File: config.mk
export PLATFORM = sky130hd
export DESIGN_NAME = lid_cell
export DESIGN_NICKNAME = d
export VERILOG_FILES = /design/src/sv/lid_pkg.sv /design/src/sv/lid_cell.sv
export SDC_FILE = /design/constraint.sdc
export NUM_CORES = 1
export LEC_CHECK = 0
export ABC_CLOCK_PERIOD_IN_PS = 4200
export BUFFER_PORTS_ARGS = -buffer_cell sky130_fd_sc_hd__buf_2
export CAP_MARGIN = 20
export CELL_PAD_IN_SITES_DETAIL_PLACEMENT = 0
export CELL_PAD_IN_SITES_GLOBAL_PLACEMENT = 1
export CORE_UTILIZATION = 35
export DETAILED_ROUTE_END_ITERATION = 12
export HOLD_SLACK_MARGIN = 0.15
export PLACE_DENSITY_LB_ADDON = 0.08
export SLEW_MARGIN = 25
export SYNTH_ARGS = -nofsm -noshare
export SYNTH_HDL_FRONTEND = slang
export SYNTH_SLANG_ARGS = --single-unit
File: constraint.sdc
create_clock -name clk -period 4.2 [get_ports clk]
set_input_delay 0.21 -clock clk [delete_from_list [all_inputs] [get_ports clk]]
set_output_delay 0.21 -clock clk [all_outputs]
set_load 0.03 [all_outputs]
File: src/sv/lid_pkg.sv
// shared types and constants for the line intersection dedup block
// no dependencies
package lid_pkg;

	localparam int MAX_POINTS = 512;
	localparam int IDX_W      = $clog2(MAX_POINTS);
	localparam int CNT_W      = $clog2(MAX_POINTS + 1);
	localparam int CRD_W      = 13;
	localparam int PT_W       = 20;
	localparam int NUM_W      = 45;
	localparam int DEN_W      = 29;
	localparam int NMAG_W     = 44;
	localparam int DMAG_W     = 28;
	localparam int DCNT_W     = $clog2(NMAG_W + 1);
	localparam int OFS_W      = 12;
	localparam int THR_W      = 32;
	localparam logic signed [PT_W-1:0] PAR_POINT = -PT_W'(16);
	localparam logic signed [PT_W-1:0] SAT_HI    = PT_W'(524287);
	localparam logic signed [PT_W-1:0] SAT_LO    = -PT_W'(524288);
	localparam logic [OFS_W-1:0] OFS_RESET = OFS_W'(10);

	typedef struct packed {
		logic signed [PT_W-1:0] x;
		logic signed [PT_W-1:0] y;
	} point_t;

	typedef struct packed {
		logic shift;
		logic load;
	} cell_ctl_t;

endpackage

File: src/sv/lid_cell.sv
// one stage of the point ring: holds a stored point, loads a new one or shifts from its neighbor
// depends on lid_pkg
module lid_cell (
	input  logic              clk,
	input  lid_pkg::cell_ctl_t ctl,
	input  lid_pkg::point_t   nb,
	input  lid_pkg::point_t   din,
	output lid_pkg::point_t   q
);
	import lid_pkg::*;

	point_t pt_q;

	always_ff @(posedge clk) begin
		if (ctl.load) begin
			pt_q <= din;
		end else if (ctl.shift) begin
			pt_q <= nb;
		end
	end

	assign q = pt_q;

endmodule

Word level (Yosys, flattened, before mapping)

Index checks and enable logic that the tools add are counted.

Shift-type cells: 0
Reduce and logical (&&, ||, !) cells: 1
Multipliers: 0
Muxes and demuxes: 2
$add $sub $neg: 0
Divide/modulo/power cells: 0
Bitwise logic cells: 0
Equality and inequality tests: 0
Magnitude comparators: 0

Operators by type and width:

| operator           | number |
|---|---|
| 40-bit two-way mux | 2 |
| 2-bit nonzero test | 1 |

Bits in registers: 40
ROM bits: 0
Bits in latches: 0
Memories kept: 0
Bits in writable memories: 0
Bits of input ports: 83
Output and inout port bits: 40
Logic and storage cells: 5

Logic depth before layout (Yosys ltp)

Depth after elaboration: 2
Gate-level depth with buffers: 3
Depth with buffers taken out: 1

Least setup slack after synthesis

No wires, ideal clock.

Path kind: input-to-reg
Start point: input port ctl[0] (netlist bit)
End point: register pt_q (netlist bit q[0]), enable pin
Cell stages on the path: 3
Required time: 3801 ps
Arrival time: 1409 ps
Path buffers: 2
Path slack: 2392 ps
Setup time: 399 ps
Cells stage by stage: buf_6 > buf_12 > or2_1

Longest elaborated chain between the ends: 1

RTL lines:

| element                      | line           | RTL |
|---|---|---|
| start, declared              | lid_cell.sv:5  | `input lid_pkg::cell_ctl_t ctl,` |
| 2-bit nonzero test (no line) | -              |  |
| end signal, assigned         | lid_cell.sv:16 | `pt_q <= din;` |
| end signal, assigned         | lid_cell.sv:18 | `pt_q <= nb;` |
| end, declared                | lid_cell.sv:12 | `point_t pt_q;` |

No other way between the ends.
A chain may end at the register's enable or synchronous reset.

Worst setup path after layout

Start point: input port ctl[0] (netlist bit)
End point: register pt_q (netlist bit q[12]), enable pin

The elaborated chain is that of the path after synthesis.

==> reports/results.tsv <==
metric	value	unit
post_synthesis_sequential_element_count	40	
post-place-ws	2.01	ns
finalWeightedCongestion	0.718	
worst_hold_path_type	input pin to register	
most-common-layout-cells	sky130_fd_sc_hd__buf_2, sky130_fd_sc_hd__edfxtp_1, sky130_fd_sc_hd__mux2_4	
hold-worst-slack	0.217	ns
num_io_pins	123	
clk_root_buffer_cell	sky130_fd_sc_hd__clkbuf_8	
cts_resized	0	
critical_path.max_fanout	41	
fp.dieArea	5710	um^2
endpoint	q[12]$_DFFE_PP_	
final_common_cell	sky130_fd_sc_hd__buf_2	
setup_viol	0	
static-leakage-power	0.00126	uW
portBuffers	122	
largest_register_ffs	40	
gr-total-overflow	0	
layout.area.seq	1200	um^2
synthesized_cell_area	1900	um^2
fp-row-count	26	
cts_tree	built	
result_of_the_run	complete, no violations	
core_area	5170	um^2
fin_tns_setup	0	ns
worst_setup_hold_path_clk_slew	0.08	ns
finalCritPeriodShare	0.436	
hold_viol_final	0	
cp-start-kind	input pin	
antenna_found_initial	0	
final_nets	294	
wire_length_of_the_first_global_routing_pass	4750	um
routed_wl_per_cell	12.7	um
timing.max_slew.rel_slack	0.378	
synth-warning-count	0	
layout-drive-gt1-share	0.797	
total_of_fill_cells_in_the_finished_design	469	
critPathLaunch	ctl[0]	
dpl.cell_count	274	
violation_count_after_the_first_detailed_routing_iteration	31	
achievable-frequency	0.546	GHz
grt_max_degree	42	
layoutNonFillerInstCount	282	
power.density	376	nW/um^2
endpoint_kind	register	
route.detailed.drc	0	
timing.final.ws_setup	2.37	ns
drtAntennaViolNets	0	
drtPass1Iterations	4	
worstSetupPathType	input pin to register	
initial_core_util	0.366	
multi_input_area	603	um^2
dieWidth	75.6	um
max-clock-path-buffers	2	
vdd_drop_max	193	uV
synthesis_to_finish_area_growth	36.6	%
finalCriticalPeriod	1.83	ns
cap_violations	0	
ys_seq_area_frac	0.634	
postSynthCellCount	86	
final_util	0.501	
synthesized_area_divided_by_synthesized_cell_count	22.0	um^2
number_of_global_route_vias_before_repair	1090	
n_antenna_cell	0	
tritoncts_num_sinks	40	
cts_buffers	5	
num_vias	1202	
avgViaCountPerCell	4.26	
cts_setup_buffers	0	
rsz0062_at_grt	false	
syn_nets	169	
chipHeight	75.6	um
grt_use_total	0.118	
cts_hold_buffers	0	
maxSlewViolCount	0	
wirelength	3590	um
max_slew.worst_pin.slew	0.933	ns
cp_data_arrival_time	1.74	ns
yosys.cell_types.count	6	
crit_required	4.11	ns
cts_htree_levels	2	
[cell families (layout without fill, tap and decap cells)]
logic type	count (synthesis)	count (layout)	share of synthesized area
muxes	40	40	0.315
DFF	40	40	0.634
and+or+nand+nor	1	1	0.00330
buffers and inverters	5	131	0.0482
[through the flow]
stage | instance area (um^2) | power [uW]
floorplan | 1900 | 675
global placement | 2510 | 747
detailed placement | 2510 | 751
CTS | 2590 | 992
global route | 2590 | 1020
finish | 2590 | 975
[layout make-up]
class	instances	area share
timing repair buffer	123	0.239
clock buffer	7	0.0295
multi-input combinational	41	0.233
sequential	40	0.464
clock inverter	1	0.00145
tap	70	0.0338
[synthesized netlist by cell type]
cell	number	area (um^2)
sky130_fd_sc_hd__mux2_2	1	11.3
sky130_fd_sc_hd__buf_12	4	80.1
sky130_fd_sc_hd__edfxtp_1	40	1200
sky130_fd_sc_hd__or2_1	1	6.26
sky130_fd_sc_hd__mux2_4	39	586
sky130_fd_sc_hd__buf_6	1	11.3
[report_power, final]
group          switching (uW)  total (uW)  internal (uW)
logic                     139         239            100
registers                10.1         500            490
clock network             120         235            116
[worst max-delay path, cell delays in order]
cell and delay, ns:
sky130_fd_sc_hd__buf_2 0.07, sky130_fd_sc_hd__buf_4 0.57, sky130_fd_sc_hd__or2_2 0.85
[layer usage]
| metal | wire length [um] | global-route usage | up-vias |
|---|---|---|---|
| met2 | 1810 | 0.203 | 74 |
| met5 | 0 | 0 | - |
| met3 | 370 | 0.0516 | 9 |
| li1 | - | - | 583 |
| met1 | 1320 | 0.119 | 536 |
| met4 | 83 | 0.0638 | 0 |
[worst min-delay path by stage]
stage / startpoint / cells past startpoint / end
2_1_floorplan: din[0] / 1 / q[0]$_DFFE_PP_
3_3_place_gp: din[18] / 2 / q[18]$_DFFE_PP_
3_5_place_dp: nb[23] / 2 / q[23]$_DFFE_PP_
4_1_cts: din[1] / 2 / q[1]$_DFFE_PP_
5_1_grt: din[1] / 2 / q[1]$_DFFE_PP_
6_report: din[3] / 2 / q[3]$_DFFE_PP_
(Power assumes the default switching activity.)
