File: config.mk
export PLATFORM = sky130hd
export DESIGN_NAME = lid_div
export DESIGN_NICKNAME = d
export VERILOG_FILES = /design/src/sv/lid_pkg.sv /design/src/sv/lid_div.sv
export SDC_FILE = /design/constraint.sdc
export NUM_CORES = 1
export LEC_CHECK = 0
export BUFFER_PORTS_ARGS = -buffer_cell sky130_fd_sc_hd__clkbuf_2
export CAP_MARGIN = 5
export CORE_ASPECT_RATIO = 1.4
export CORE_MARGIN = 4
export CORE_UTILIZATION = 65
export DETAILED_ROUTE_END_ITERATION = 10
export PLACE_DENSITY_LB_ADDON = 0.2
export REMOVE_ABC_BUFFERS = 1
export SYNTH_ARGS = -nofsm -noshare
export SYNTH_HDL_FRONTEND = slang
export SYNTH_SLANG_ARGS = --single-unit
File: constraint.sdc
create_clock -name clk -period 5.3 [get_ports clk]
set_clock_uncertainty 0.2 [all_clocks]
set_input_delay 0 -clock clk [delete_from_list [all_inputs] [get_ports clk]]
set_output_delay 0 -clock clk [all_outputs]
set_load 0.01 [all_outputs]
File: src/sv/lid_pkg.sv
// shared types and constants for the line intersection dedup block
// no dependencies
package lid_pkg;

	localparam int MAX_POINTS = 512;
	localparam int IDX_W      = $clog2(MAX_POINTS);
	localparam int CNT_W      = $clog2(MAX_POINTS + 1);
	localparam int CRD_W      = 13;
	localparam int PT_W       = 20;
	localparam int NUM_W      = 45;
	localparam int DEN_W      = 29;
	localparam int NMAG_W     = 44;
	localparam int DMAG_W     = 28;
	localparam int DCNT_W     = $clog2(NMAG_W + 1);
	localparam int OFS_W      = 12;
	localparam int THR_W      = 32;
	localparam logic signed [PT_W-1:0] PAR_POINT = -PT_W'(16);
	localparam logic signed [PT_W-1:0] SAT_HI    = PT_W'(524287);
	localparam logic signed [PT_W-1:0] SAT_LO    = -PT_W'(524288);
	localparam logic [OFS_W-1:0] OFS_RESET = OFS_W'(10);

	typedef struct packed {
		logic signed [PT_W-1:0] x;
		logic signed [PT_W-1:0] y;
	} point_t;

	typedef struct packed {
		logic shift;
		logic load;
	} cell_ctl_t;

endpackage

File: src/sv/lid_div.sv
// bit-serial signed divider with truncation toward zero and 20 bit saturation
// depends on lid_pkg
module lid_div (
	input  logic                              clk,
	input  logic                              arst_n,
	input  logic                              start,
	input  logic signed [lid_pkg::NUM_W-1:0]  num,
	input  logic signed [lid_pkg::DEN_W-1:0]  den,
	output logic                              done,
	output logic signed [lid_pkg::PT_W-1:0]   quo
);
	import lid_pkg::*;

	logic [NMAG_W-1:0] nmag_q;
	logic [NMAG_W-1:0] qmag_q;
	logic [DMAG_W-1:0] dmag_q;
	logic [DMAG_W-1:0] rem_q;
	logic [DCNT_W-1:0] cnt_q;
	logic              neg_q;
	logic              run_q;
	logic              done_q;
	logic [DMAG_W:0]   trial;
	logic              ge;
	logic [NUM_W-1:0]  nabs;
	logic [DEN_W-1:0]  dabs;

	assign nabs  = num[NUM_W-1] ? NUM_W'(-num) : NUM_W'(num);
	assign dabs  = den[DEN_W-1] ? DEN_W'(-den) : DEN_W'(den);
	assign trial = {rem_q, nmag_q[NMAG_W-1]};
	assign ge    = trial >= {1'b0, dmag_q};

	always_ff @(posedge clk or negedge arst_n) begin
		if (!arst_n) begin
			run_q  <= 1'b0;
			done_q <= 1'b0;
			cnt_q  <= '0;
		end else begin
			done_q <= 1'b0;
			if (start) begin
				run_q <= 1'b1;
				cnt_q <= DCNT_W'(NMAG_W);
			end else if (run_q) begin
				cnt_q <= cnt_q - 1'b1;
				if (cnt_q == DCNT_W'(1)) begin
					run_q  <= 1'b0;
					done_q <= 1'b1;
				end
			end
		end
	end

	always_ff @(posedge clk) begin
		if (start) begin
			neg_q  <= num[NUM_W-1] ^ den[DEN_W-1];
			nmag_q <= nabs[NMAG_W-1:0];
			dmag_q <= dabs[DMAG_W-1:0];
			rem_q  <= '0;
			qmag_q <= '0;
		end else if (run_q) begin
			rem_q  <= ge ? DMAG_W'(trial - {1'b0, dmag_q}) : DMAG_W'(trial);
			qmag_q <= {qmag_q[NMAG_W-2:0], ge};
			nmag_q <= {nmag_q[NMAG_W-2:0], 1'b0};
		end
	end

	always_comb begin
		if (neg_q) begin
			if (qmag_q > NMAG_W'(524288)) begin
				quo = SAT_LO;
			end else begin
				quo = -$signed(qmag_q[PT_W-1:0]);
			end
		end else begin
			if (qmag_q > NMAG_W'(524287)) begin
				quo = SAT_HI;
			end else begin
				quo = $signed(qmag_q[PT_W-1:0]);
			end
		end
	end

	assign done = done_q;

endmodule

# Word level (Yosys, flattened, before mapping)

Index checks and enable logic that the tools add are counted.

Equal/unequal tests: 1
Reduce and logical (&&, ||, !) cells: 1
Bitwise logic cells: 1
Muxes and demuxes: 16
Magnitude comparators: 3
$add $sub $neg: 5

Operators by type and width:

| cell                 | number |
|---|---|
| $mux 44              | 3 |
| $mux 20              | 3 |
| $mux 28              | 2 |
| $gt 44x19->1 const B | 1 |
| $gt 44x20->1 const B | 1 |
| $neg 44->44          | 1 |
| $ge 29x28->1         | 1 |
| $neg 28->28          | 1 |
| $sub 28x28->28       | 1 |
| $neg 20->20          | 1 |
| $mux 6               | 2 |
| $eq 6x1->1 const B   | 1 |
| $mux 1               | 6 |
| $sub 6x1->6 const B  | 1 |
| $reduce_bool 2->1    | 1 |
| $xor 1x1->1          | 1 |

Output and inout port bits: 21
Flip-flop bits (word level): 153
Bits of input ports: 77
Logic and storage cells: 35

# Depth between registers and ports, before layout

Gate-level depths: netlist of run 1.

Word-level depth: 4
Mapped depth: 13
Mapped depth without buffers: 12

# Worst setup path after synthesis of run 1

Ideal clock, no wire load.

Kind: register to register
From: reg dmag_q[1]
To: reg rem_q[17]
Setup slack: 1.956 ns
Arrival: 3.053 ns
Cell stages (with the launch flop): 14
Required time: 5.009 ns
Path buffers: 2
Period minus slack after synthesis: 3.344 ns
Setup time: 0.091 ns
Cell sequence: edfxtp_1 > inv_1 > ha_1 > nor2b_1 > o31a_1 > o21ai_0 > a211oi_1 > or2_2 > a41o_1 > o2111ai_1 > clkbuf_1 > buf_2 > nand3_1 > a311oi_1

Word-level cells in the longest chain between the ends: 2
Elaborated cells between the ends (all ways): 3
Those cells by class: 1 x add/sub; 1 x order compare; 1 x mux

Ends and longest elaborated chain:

| item                                                  | RTL line                     | RTL |
|---|---|---|
| start, declared                                       | lid_div.sv:16                | `logic [DMAG_W-1:0] dmag_q;` |
| start signal, assigned                                | lid_div.sv:56                | `dmag_q <= dabs[DMAG_W-1:0];` |
| $sub 28x28->28 / $ge 29x28->1 (equally long branches) | lid_div.sv:60, lid_div.sv:30 |  |
| $mux 28 *                                             | lid_div.sv:60                | `rem_q <= ge ? DMAG_W'(trial - {1'b0, dmag_q}) : DMAG_W'(trial);` |
| end signal, assigned                                  | lid_div.sv:60                |  |
| end, declared                                         | lid_div.sv:17                | `logic [DMAG_W-1:0] rem_q;` |

Every way passes the cells marked *; elsewhere a longest branch is shown, timed or not.
A chain may end at the register's enable or synchronous reset.

# Final worst setup path of run 1

From: in num[10] (netlist name)
To: reg nmag_q[29] (data pin)

Word-level cells in the longest chain between the ends: 3

Ends and longest elaborated chain:

| item                 | RTL line      | RTL |
|---|---|---|
| start, declared      | lid_div.sv:7  | `input logic signed [lid_pkg::NUM_W-1:0] num,` |
| $neg 44->44          | lid_div.sv:27 | `assign nabs = num[NUM_W-1] ? NUM_W'(-num) : NUM_W'(num);` |
| $mux 44              | lid_div.sv:27 |  |
| $mux 44              | lid_div.sv:53 | `if (start) begin` |
| end signal, assigned | lid_div.sv:55 | `nmag_q <= nabs[NMAG_W-1:0];` |
| end signal, assigned | lid_div.sv:62 | `nmag_q <= {nmag_q[NMAG_W-2:0], 1'b0};` |
| end, declared        | lid_div.sv:14 | `logic [NMAG_W-1:0] nmag_q;` |

Every way passes these cells.

==> results of run 1 <==
-- cell families (layout without fill, tap and decap cells) --
kind of cell    count (synthesis)  after routing
simple gates                  358            358
compound gates                277            277
flops                         153            153
buf+inv                       119            303
xor+xnor                       94             94
mux                            49             49
fa+ha+maj                      34             34
other cells                     0              1
-- cells in the final DEF, fill, tap and decap left out, drive strengths merged, types with 6 or more instances in the layout --
| cell | instances |
|---|---|
| nor2 | 143 |
| clkbuf | 117 |
| dlygate4sd3 | 115 |
| edfxtp | 73 |
| dfxtp | 72 |
| nand2 | 70 |
| o21ai | 70 |
| a21oi | 66 |
| inv | 57 |
| xor2 | 48 |
| xnor2 | 46 |
| mux2i | 44 |
| ha | 33 |
| nand3 | 32 |
| nor3 | 22 |
| o31ai | 22 |
| or4 | 19 |
| a311oi | 17 |
| or3 | 17 |
| a31oi | 15 |
| nor4 | 14 |
| o311ai | 14 |
| and3 | 13 |
| o41ai | 12 |
| a21o | 11 |
| a211oi | 9 |
| nand4 | 8 |
| dfrtp | 8 |
| o21bai | 7 |
| or2 | 6 |
-- stage by stage --
stage | power [uW] | area (um^2) | setup slack (ns)
after floorplan | 2211 | 9339 | 0.3757
after global placement | 2499 | 10100 | 1.466
after detailed placement | 2521 | 10100 | 1.347
after CTS | 3875 | 11870 | 0.8355
after global routing | 4136 | 11870 | 0.5525
final | 3954 | 11870 | 0.6287
-- worst min path at each step --
stage	from	endpoint	slack (ns)	cells after the start
6_report	den[28]	dmag_q[1]	0.12	3
3_3_place_gp	arst_n	done	-0.34	1
3_5_place_dp	arst_n	done	-0.34	1
2_1_floorplan	arst_n	cnt_q[0]	-0.50	0
4_1_cts	den[28]	dmag_q[1]	0.14	3
5_1_grt	den[28]	dmag_q[1]	0.18	3
-- where the power goes --
part           leakage (uW)  internal (uW)  switching [uW]
Combinational       0.00350            507             684
Sequential          0.00141           1380            92.3
Clock              0.000292            790             501
-- per-layer routing --
metal | vias up | part of all wire (%) | routed length (um)
met5 | - | 0 | 0
met4 | 0 | 6.5 | 1866
met3 | 158 | 6.1 | 1767
met2 | 515 | 53 | 15170
met1 | 4393 | 35 | 9987
li1 | 4311 | - | -
-- synth_stat cells (all sizes together), types with 13 or more instances --
cell type,instances
a21oi,66
a311oi,17
a31oi,15
and3,13
clkbuf,53
dfxtp,72
edfxtp,73
ha,33
inv,56
mux2i,44
nand2,70
nand3,32
nor2,143
nor3,22
nor4,14
o21ai,70
o311ai,14
o31ai,22
or3,17
or4,19
xnor2,46
xor2,48
-- final cells by class --
cell class | instances | area, um^2 | area share, %
Multi-Input combinational cell | 812 | 5304 | 44.69
Sequential cell | 153 | 3837 | 32.34
Timing Repair Buffer | 215 | 1665 | 14.03
Clock buffer | 21 | 440.4 | 3.711
Tap cell | 189 | 236.5 | 1.993
Inverter | 56 | 210.2 | 1.771
Clock inverter | 11 | 171.4 | 1.444
Antenna cell | 1 | 2.502 | 0.02109
-- worst max-delay path: stages --
cell and delay (ns):
dlygate4sd3_1 0.55, clkbuf_2 0.14, or4_1 0.62, or3_1 0.41, or3_4 0.45, or4_4 0.47, or3_1 0.36, o21ai_0 0.21
xor2_1 0.17, dlygate4sd3_1 0.59, a21oi_1 0.08, dlygate4sd3_1 0.60
-- flip-flops by register name (all words and copies together) (netlist names) --
signal  flops
run_q       1
rem_q      28
cnt_q       6
qmag_q     44
neg_q       1
done        1
dmag_q     28
nmag_q     44
==> run_results.csv, run 1 <==
group,metric,value,unit
drt,wl_per_cell,19.75,um
cts,cts_buffers,17,
drt,post-route-drc-count,0,
layout,post-route-util,82.16,%
logic_synthesis,synth-compound-area-share,19.26,%
global_route,grtUsageMet1,36.41,%
logic_synthesis,syn_avg_cell_area,8.836,um^2
floorplan,fp.dieW,110.6,um
drt,ant_nets,0,
pwr,p_leak,0.005200,uW
place,port_buffers,97,
global_route,use_met2,62.45,%
cts,htree_levels,4,
floorplan,coreArea,14440,um^2
cts,clock_latency,0.42,ns
place,hpwl,15570,um
critical_path,required,5.27,ns
cts,cts_root_buffer,"clkbuf_16",
cts,post_cts_buffers,0,
drt,wl,28790,um
sta,fin_setup_tns,0,ns
cts,cts.sinks,153,
logic_synthesis,synth-seq-cells,153,
logic_synthesis,synthFlopType,"edfxtp_1",
global_route,grt_usage,34.27,%
critical_path,end_kind,"flop",
logic_synthesis,synth_warnings,0,
sta,finalCriticalPeriod,4.671,ns
critical_path,cp_max_fo,4,
sta,worst_pin_slew,1.139,ns
sta,setup_violations,0,
critical_path,ff2ff_path_depth,12,
global_route,grt_max_degree,102,
sta,grt_setup_unrepaired,"no",
critical_path,r2r_start,"dmag_q[1]",
layout,drive_gt1_share,11.99,%
sta,slew-limit-headroom,24.05,%
logic_synthesis,yosys.area.top_type,"edfxtp_1",
sta,worst_hold_slack,0.1238,ns
global_route,grt_pass1_vias,9573,
floorplan,io_pins,98,
cts,cts_max_path_buffers,2,
logic_synthesis,synthMuxAreaShare,5.186,%
logic_synthesis,synth_edf_count,73,
global_route,grtUsageMet3,5.244,%
pwr,ir_drop,0.0002472,V
sta,slew_violations,0,
logic_synthesis,async_flop_share,5.229,%
layout,fin_nets,1366,
critical_path,rrSetupSlack,1.27,ns
drt,vias_per_cell,6.431,
cts,cts_tree,"built",
cts,hold_buffers,115,
layout,syn2layout_area_growth,23.91,%
logic_synthesis,synth_top_family_by_area,"compound AO/OA/AOI/OAI gates",
layout,n_fill_cell,847,
critical_path,cp-startpoint,"num[10]",
logic_synthesis,synthTopCellsByArea,"edfxtp_1 23%, dfxtp_1 15%, nor2_1 5.6%",
floorplan,initial_core_util,66.31,%
global_route,grt_overflow,0,
run_status,status,"finished clean",
logic_synthesis,synthXorXnorAreaFrac,8.596,%
floorplan,fp.dieH,151.6,um
sta,fin_crit_sh,88.14,%
logic_synthesis,synthAdderAreaFrac,4.520,%
sta,fmax,214.1,MHz
critical_path,cp.arrival,4.65,ns
layout,instances_no_fill,1458,
drt,via_count,9377,
place,gp_congestion,0.9309,
logic_synthesis,synth_cell_types,66,
logic_synthesis,netlist_area,9578,um^2
sta,final_hold_viol_count,0,
pwr,power_density,333.1,nW/um^2
logic_synthesis,synth-seq-area-share,40.03,%
critical_path,path_class,"input port to flop",
drt,firstDrtPassIters,7,
drt,drt_iter0_drc,786,
global_route,grt_pass1_wl,46790,um
job,drv_cap,0,
logic_synthesis,synth-simple-area-share,17.73,%
logic_synthesis,synth_top_cell_area_share,22.89,%
cts,clkTransAtPathRegs,0.06,ns
min_path,hold_path.class,"input port to flop",
floorplan,fp-row-count,52,
critical_path,start_kind,"input port",
global_route,busiest_layer,"met2",
critical_path,r2r-end,"rem_q[1]",
global_route,antenna_found_initial,0,
cts,cts_resized,0,
place,placedCellCount,1310,
logic_synthesis,synth_cells,1084,
critical_path,crit_path_end,"nmag_q[29]",
floorplan,dieArea,16770,um^2
Power figures use the tool's default switching activity.
==> run 2, diff against run 1 <==
==> constraint.sdc (replaced) <==
create_clock -name clk -period 5.3 [get_ports clk]
set_clock_uncertainty 0.2 [all_clocks]
set_input_delay 0.795 -clock clk [delete_from_list [all_inputs] [get_ports clk]]
set_output_delay 0.795 -clock clk [all_outputs]
set_load 0.01 [all_outputs]
==> run_results.csv, run 2 (synthesis gave the netlist of run 1 again) <==
group,metric,value,unit
run_status,status,"finished clean",
floorplan,dieArea,16770,um^2
layout,final_common_cell,"nor2_1",
layout,drive_gt1_share,13.40,%
global_route,grt_usage,26.49,%
floorplan,fp-row-count,52,
floorplan,initial_core_util,66.31,%
sta,worst_pin_slew,1.148,ns
global_route,grt_overflow,0,
sta,fin_crit_sh,91.69,%
cts,clock_latency,0.43,ns
place,pre_cts_slack,0.9511,ns
sta,final_hold_viol_count,0,
critical_path,required,4.30,ns
layout,post-route-util,73.85,%
layout,final_area,10670,um^2
layout,reg_top3,"nmag_q x44, qmag_q x44",
drt,wl_per_cell,16.64,um
critical_path,cp_max_fo,13,
drt,vias_per_cell,6.158,
layout,syn2layout_area_growth,11.37,%
place,hpwl,15660,um
sta,slew-limit-headroom,23.45,%
drt,via_count,8288,
drt,drt_iter0_drc,460,
global_route,grt_pass1_wl,36780,um
pwr,p_leak,0.004707,uW
cts,cts.sinks,153,
layout,fin_nets,1255,
sta,fin_setup_tns,0,ns
drt,post-route-drc-count,0,
min_path,hold_path.class,"input port to async pin",
place,port_buffers,97,
cts,htree_levels,4,
critical_path,cp.arrival,3.86,ns
drt,met1_length,8728,um
sta,finalCriticalPeriod,4.860,ns
sta,grt_setup_unrepaired,"no",
cts,cts_root_buffer,"clkbuf_16",
critical_path,end_kind,"output port",
cts,clkTransAtPathRegs,0.06,ns
drt,ant_nets,0,
job,drv_cap,0,
global_route,grt_pass1_vias,7891,
cts,cts_max_path_buffers,2,
critical_path,start_kind,"flop",
cts,post_cts_buffers,0,
floorplan,fp.dieW,110.6,um
drt,dr_wl_met3,1053,um
cts,cts_tree,"built",
pwr,power_density,340.5,nW/um^2
drt,dr_wl_met2,11950,um
critical_path,path_class,"flop to output port",
cts,cts_buffers,17,
place,gp_congestion,0.9007,
sta,slew_violations,0,
cts,cts_resized,0,
floorplan,io_pins,98,
cts,hold_buffers,0,
floorplan,coreArea,14440,um^2
sta,fmax,205.8,MHz
layout,diodes,0,
global_route,grt_max_degree,88,
global_route,antenna_found_initial,0,
drt,wl,22400,um
sta,setup_violations,0,
pwr,ir_drop,0.0002611,V
place,place_area,10130,um^2
drt,firstDrtPassIters,5,
drt,dr.max_layer_used,"met4",
sta,setup_slack,0.4404,ns
pwr,p_total,3632,uW
floorplan,fp.dieH,151.6,um
layout,layout_common_cells,"143 x nor2_1, 96 x clkbuf_2, 73 x edfxtp_1, 72 x dfxtp_1, 69 x nand2_1",
-- run 2: cell count changes in the layout (fill, tap and decap cells not counted) --
cell           previous run  this run
buf_4                     3         7
bufinv_16                 4         0
clkbuf_1                  4         5
clkbuf_16                17        18
clkinv_2                  2         1
diode_2                   1         0
dlygate4sd3_1           115         0
inv_4                     0         3
-- run 2: layout make-up --
cell class	count	area [um^2]
inverter	56	210.2
fill	1128	3777
multi-input combinational	812	5304
tap	189	236.5
sequential	153	3837
clock inverter	9	65.06
timing repair buffer	104	544.3
clock buffer	23	469.2
-- run 2: path summary, 6_finish.rpt --
kind / start / endpoint / slack (ns) / depth (start not counted)
min in group clk: rem_q[5] / rem_q[5] / 0.30 / 2
setup reg to reg: dmag_q[1] / rem_q[7] / 1.34 / 11
max in group asynchronous: arst_n / run_q / 4.67 / 1
hold / removal: arst_n / cnt_q[5] / 0.01 / 1
setup / recovery: qmag_q[0] / quo[3] / 0.44 / 12
hold reg to reg: rem_q[5] / rem_q[5] / 0.30 / 2
-- run 2: report_power, final --
group	total (uW)	internal [uW]	switching, uW	leakage (uW)
Clock	1120	629	488	0.000258
Combinational	1060	435	625	0.00304
Sequential	1460	1380	76.5	0.00141
Total	3630	2440	1190	0.00471
-- run 2: through the flow --
stage	hold WS, ns	std cells
after CTS	0.003824	1346
after global placement	0.2901	1314
final	0.01272	1346
after floorplan	0.2623	1021
after detailed placement	0.2991	1314
after global routing	0.01367	1346
-- run 2: critical path, stage by stage, from the launching register on --
cell      delay (ns)
dfxtp_1         0.33
inv_1           0.09
ha_1            0.22
nor3b_2         0.24
nand4_1         0.19
or3_1           0.40
or4_4           0.47
o41ai_2         0.32
nand2_1         0.14
inv_2           0.12
nand2_1         0.23
o311ai_0        0.49
clkbuf_2        0.21
-- run 2: per-layer routing --
| layer | vias up | track usage, % |
|---|---|---|
| li1 | 4080 | - |
| met1 | 3951 | 29.76 |
| met2 | 204 | 48.39 |
| met3 | 53 | 5.403 |
| met4 | 0 | 12.32 |
| met5 | - | 0 |
==> run 3, diff against run 2 <==
BUFFER_PORTS_ARGS = not set   (was -buffer_cell sky130_fd_sc_hd__clkbuf_2)
CORE_ASPECT_RATIO = 1.1   (was 1.4)
DONT_BUFFER_PORTS = 1   (was not set)
RECOVER_POWER = 25   (was not set)
==> run_results.csv, run 3 (synthesis gave the netlist of run 1 again) <==
group,metric,value,unit
floorplan,fp-row-count,46,
drt,via_count,7819,
global_route,grt_usage,25.85,%
drt,drt_iter0_drc,505,
layout,drive_gt1_share,5.288,%
critical_path,r2r-end,"rem_q[14]",
sta,worst_pin_slew,1.588,ns
sta,setup_slack,0.3539,ns
pwr,ir_drop,0.0002682,V
cts,clock_latency,0.42,ns
min_path,hold_start,"den[0]",
layout,reg_top3,"nmag_q x44, qmag_q x44",
layout,final_common_cell,"nor2_1",
min_path,hold_end,"dmag_q[0]",
floorplan,coreArea,14450,um^2
critical_path,cp_max_fo,13,
pwr,power_density,358.1,nW/um^2
floorplan,fp.dieW,123.7,um
cts,clkTransAtPathRegs,0.06,ns
sta,finalCriticalPeriod,4.946,ns
floorplan,initial_core_util,66.30,%
floorplan,dieArea,16740,um^2
global_route,grt_overflow,0,
critical_path,required,4.30,ns
place,pre_cts_slack,0.8225,ns
global_route,grt_pass1_vias,7515,
critical_path,path_class,"flop to output port",
drt,wl_per_cell,16.81,um
cts,cts_root_buffer,"clkbuf_16",
drt,vias_per_cell,6.250,
cts,cts_max_path_buffers,2,
run_status,status,"finished, violations left",
place,gp_congestion,0.8666,
min_path,hold_path.class,"input port to flop",
global_route,grt_max_degree,182,
critical_path,r2r_start,"dmag_q[1]",
pwr,p_leak,0.004333,uW
cts,cts_buffers,17,
drt,wl,21030,um
sta,slew_violations,46,
global_route,antenna_found_initial,0,
critical_path,cpMaxStageDelayCell,"o311ai_0",
critical_path,end_kind,"output port",
sta,fmax,202.2,MHz
job,drv_cap,1,
floorplan,io_pins,98,
layout,post-route-util,70.95,%
drt,ant_nets,0,
drt,post-route-drc-count,0,
sta,slew-limit-headroom,-5.857,%
sta,worst_hold_slack,0.2725,ns
cts,cts.sinks,153,
min_path,min_path_cells,0,
global_route,grt_pass1_wl,35040,um
floorplan,fp.dieH,135.3,um
place,hpwl,14380,um
critical_path,cp.arrival,3.95,ns
layout,fin_nets,1157,
sta,grt_setup_unrepaired,"no",
sta,setup_violations,0,
layout,syn2layout_area_growth,7.015,%
place,port_buffers,0,
critical_path,cp_common_cell,"nand2_1",
cts,htree_levels,4,
sta,final_hold_viol_count,0,
sta,fin_crit_sh,93.32,%
cts,cts_tree,"built",
critical_path,crit_chain,"inv_1 -> ha_1 -> nor3b_2 -> nand4_1 -> or3_1 -> or4_4 -> o41ai_2 -> nand2_1 -> inv_2 -> nand2_1 -> o311ai_0",
critical_path,rrSetupSlack,1.31,ns
critical_path,cp_slowest_stage_delay,0.71,ns
critical_path,ff2ff_path_depth,12,
sta,fin_setup_tns,0,ns
critical_path,start_kind,"flop",
layout,layout_common_cells,"143 x nor2_1, 73 x edfxtp_1, 72 x dfxtp_1, 69 x nand2_1, 68 x o21ai_0",
drt,firstDrtPassIters,5,
run_status,violations,"max-capacitance violations, max-slew violations",
layout,diodes,0,
==> run 3: timing repair <==
item / in CTS / in global routing
hold buffers: 1 / 0
resized for setup: 0 / 1
buffers inserted: 0 / 0
hold endpoints to repair: 8 / 0
endpoints found under the setup margin: 0 / 1
==> run 3: through the flow <==
stage	area, um^2	instances	power (uW)
2_1_floorplan	9339	1021	2211
3_3_place_gp	9629	1218	2389
3_5_place_dp	9629	1218	2409
4_1_cts	10250	1251	3675
5_1_grt	10250	1251	3868
6_report	10250	1251	3671
==> run 3: area by class of cell <==
| cell class | instances | area (um^2) |
|---|---|---|
| clock inverter | 9 | 135.1 |
| tap | 192 | 240.2 |
| timing repair buffer | 6 | 47.55 |
| sequential | 153 | 3834 |
| fill | 1123 | 4197 |
| inverter | 56 | 210.2 |
| multi-input combinational | 812 | 5304 |
| clock buffer | 23 | 479.2 |
==> run 3: worst max-delay path, delay by kind of cell (launching register included) <==
kind            cells  cell delay, ns
fa+ha+maj           1            0.22
compound gates      2            1.01
flops               1            0.34
buf+inv             2            0.22
simple gates        6            1.74
==> run 3: worst max path at each step <==
| stage | from | endpoint | slack [ns] | cells after the start |
|---|---|---|---|---|
| floorplan | run_q | nmag_q[0] | 0.38 | 2 |
| global placement | qmag_q[0] | quo[2] | 0.98 | 11 |
| detailed placement | qmag_q[1] | quo[15] | 0.82 | 11 |
| CTS | qmag_q[0] | quo[15] | 0.33 | 11 |
| global route | qmag_q[1] | quo[6] | 0.07 | 11 |
| finish | qmag_q[0] | quo[8] | 0.35 | 11 |
==> run 3: power breakdown <==
| group | total (uW) | internal [uW] | switching [uW] |
|---|---|---|---|
| registers | 1450 | 1380 | 75.4 |
| logic | 957 | 399 | 558 |
| clock network | 1260 | 786 | 474 |
==> run 3: metal layers <==
layer	global-route usage [%]	part of all wire, %	routed length (um)	up-vias
li1	-	-	-	3888
met1	32.45	42	8752	3629
met2	42.41	48	10190	259
met3	7.059	7.2	1506	43
met4	9.723	2.8	581	0
met5	0	0	0	-
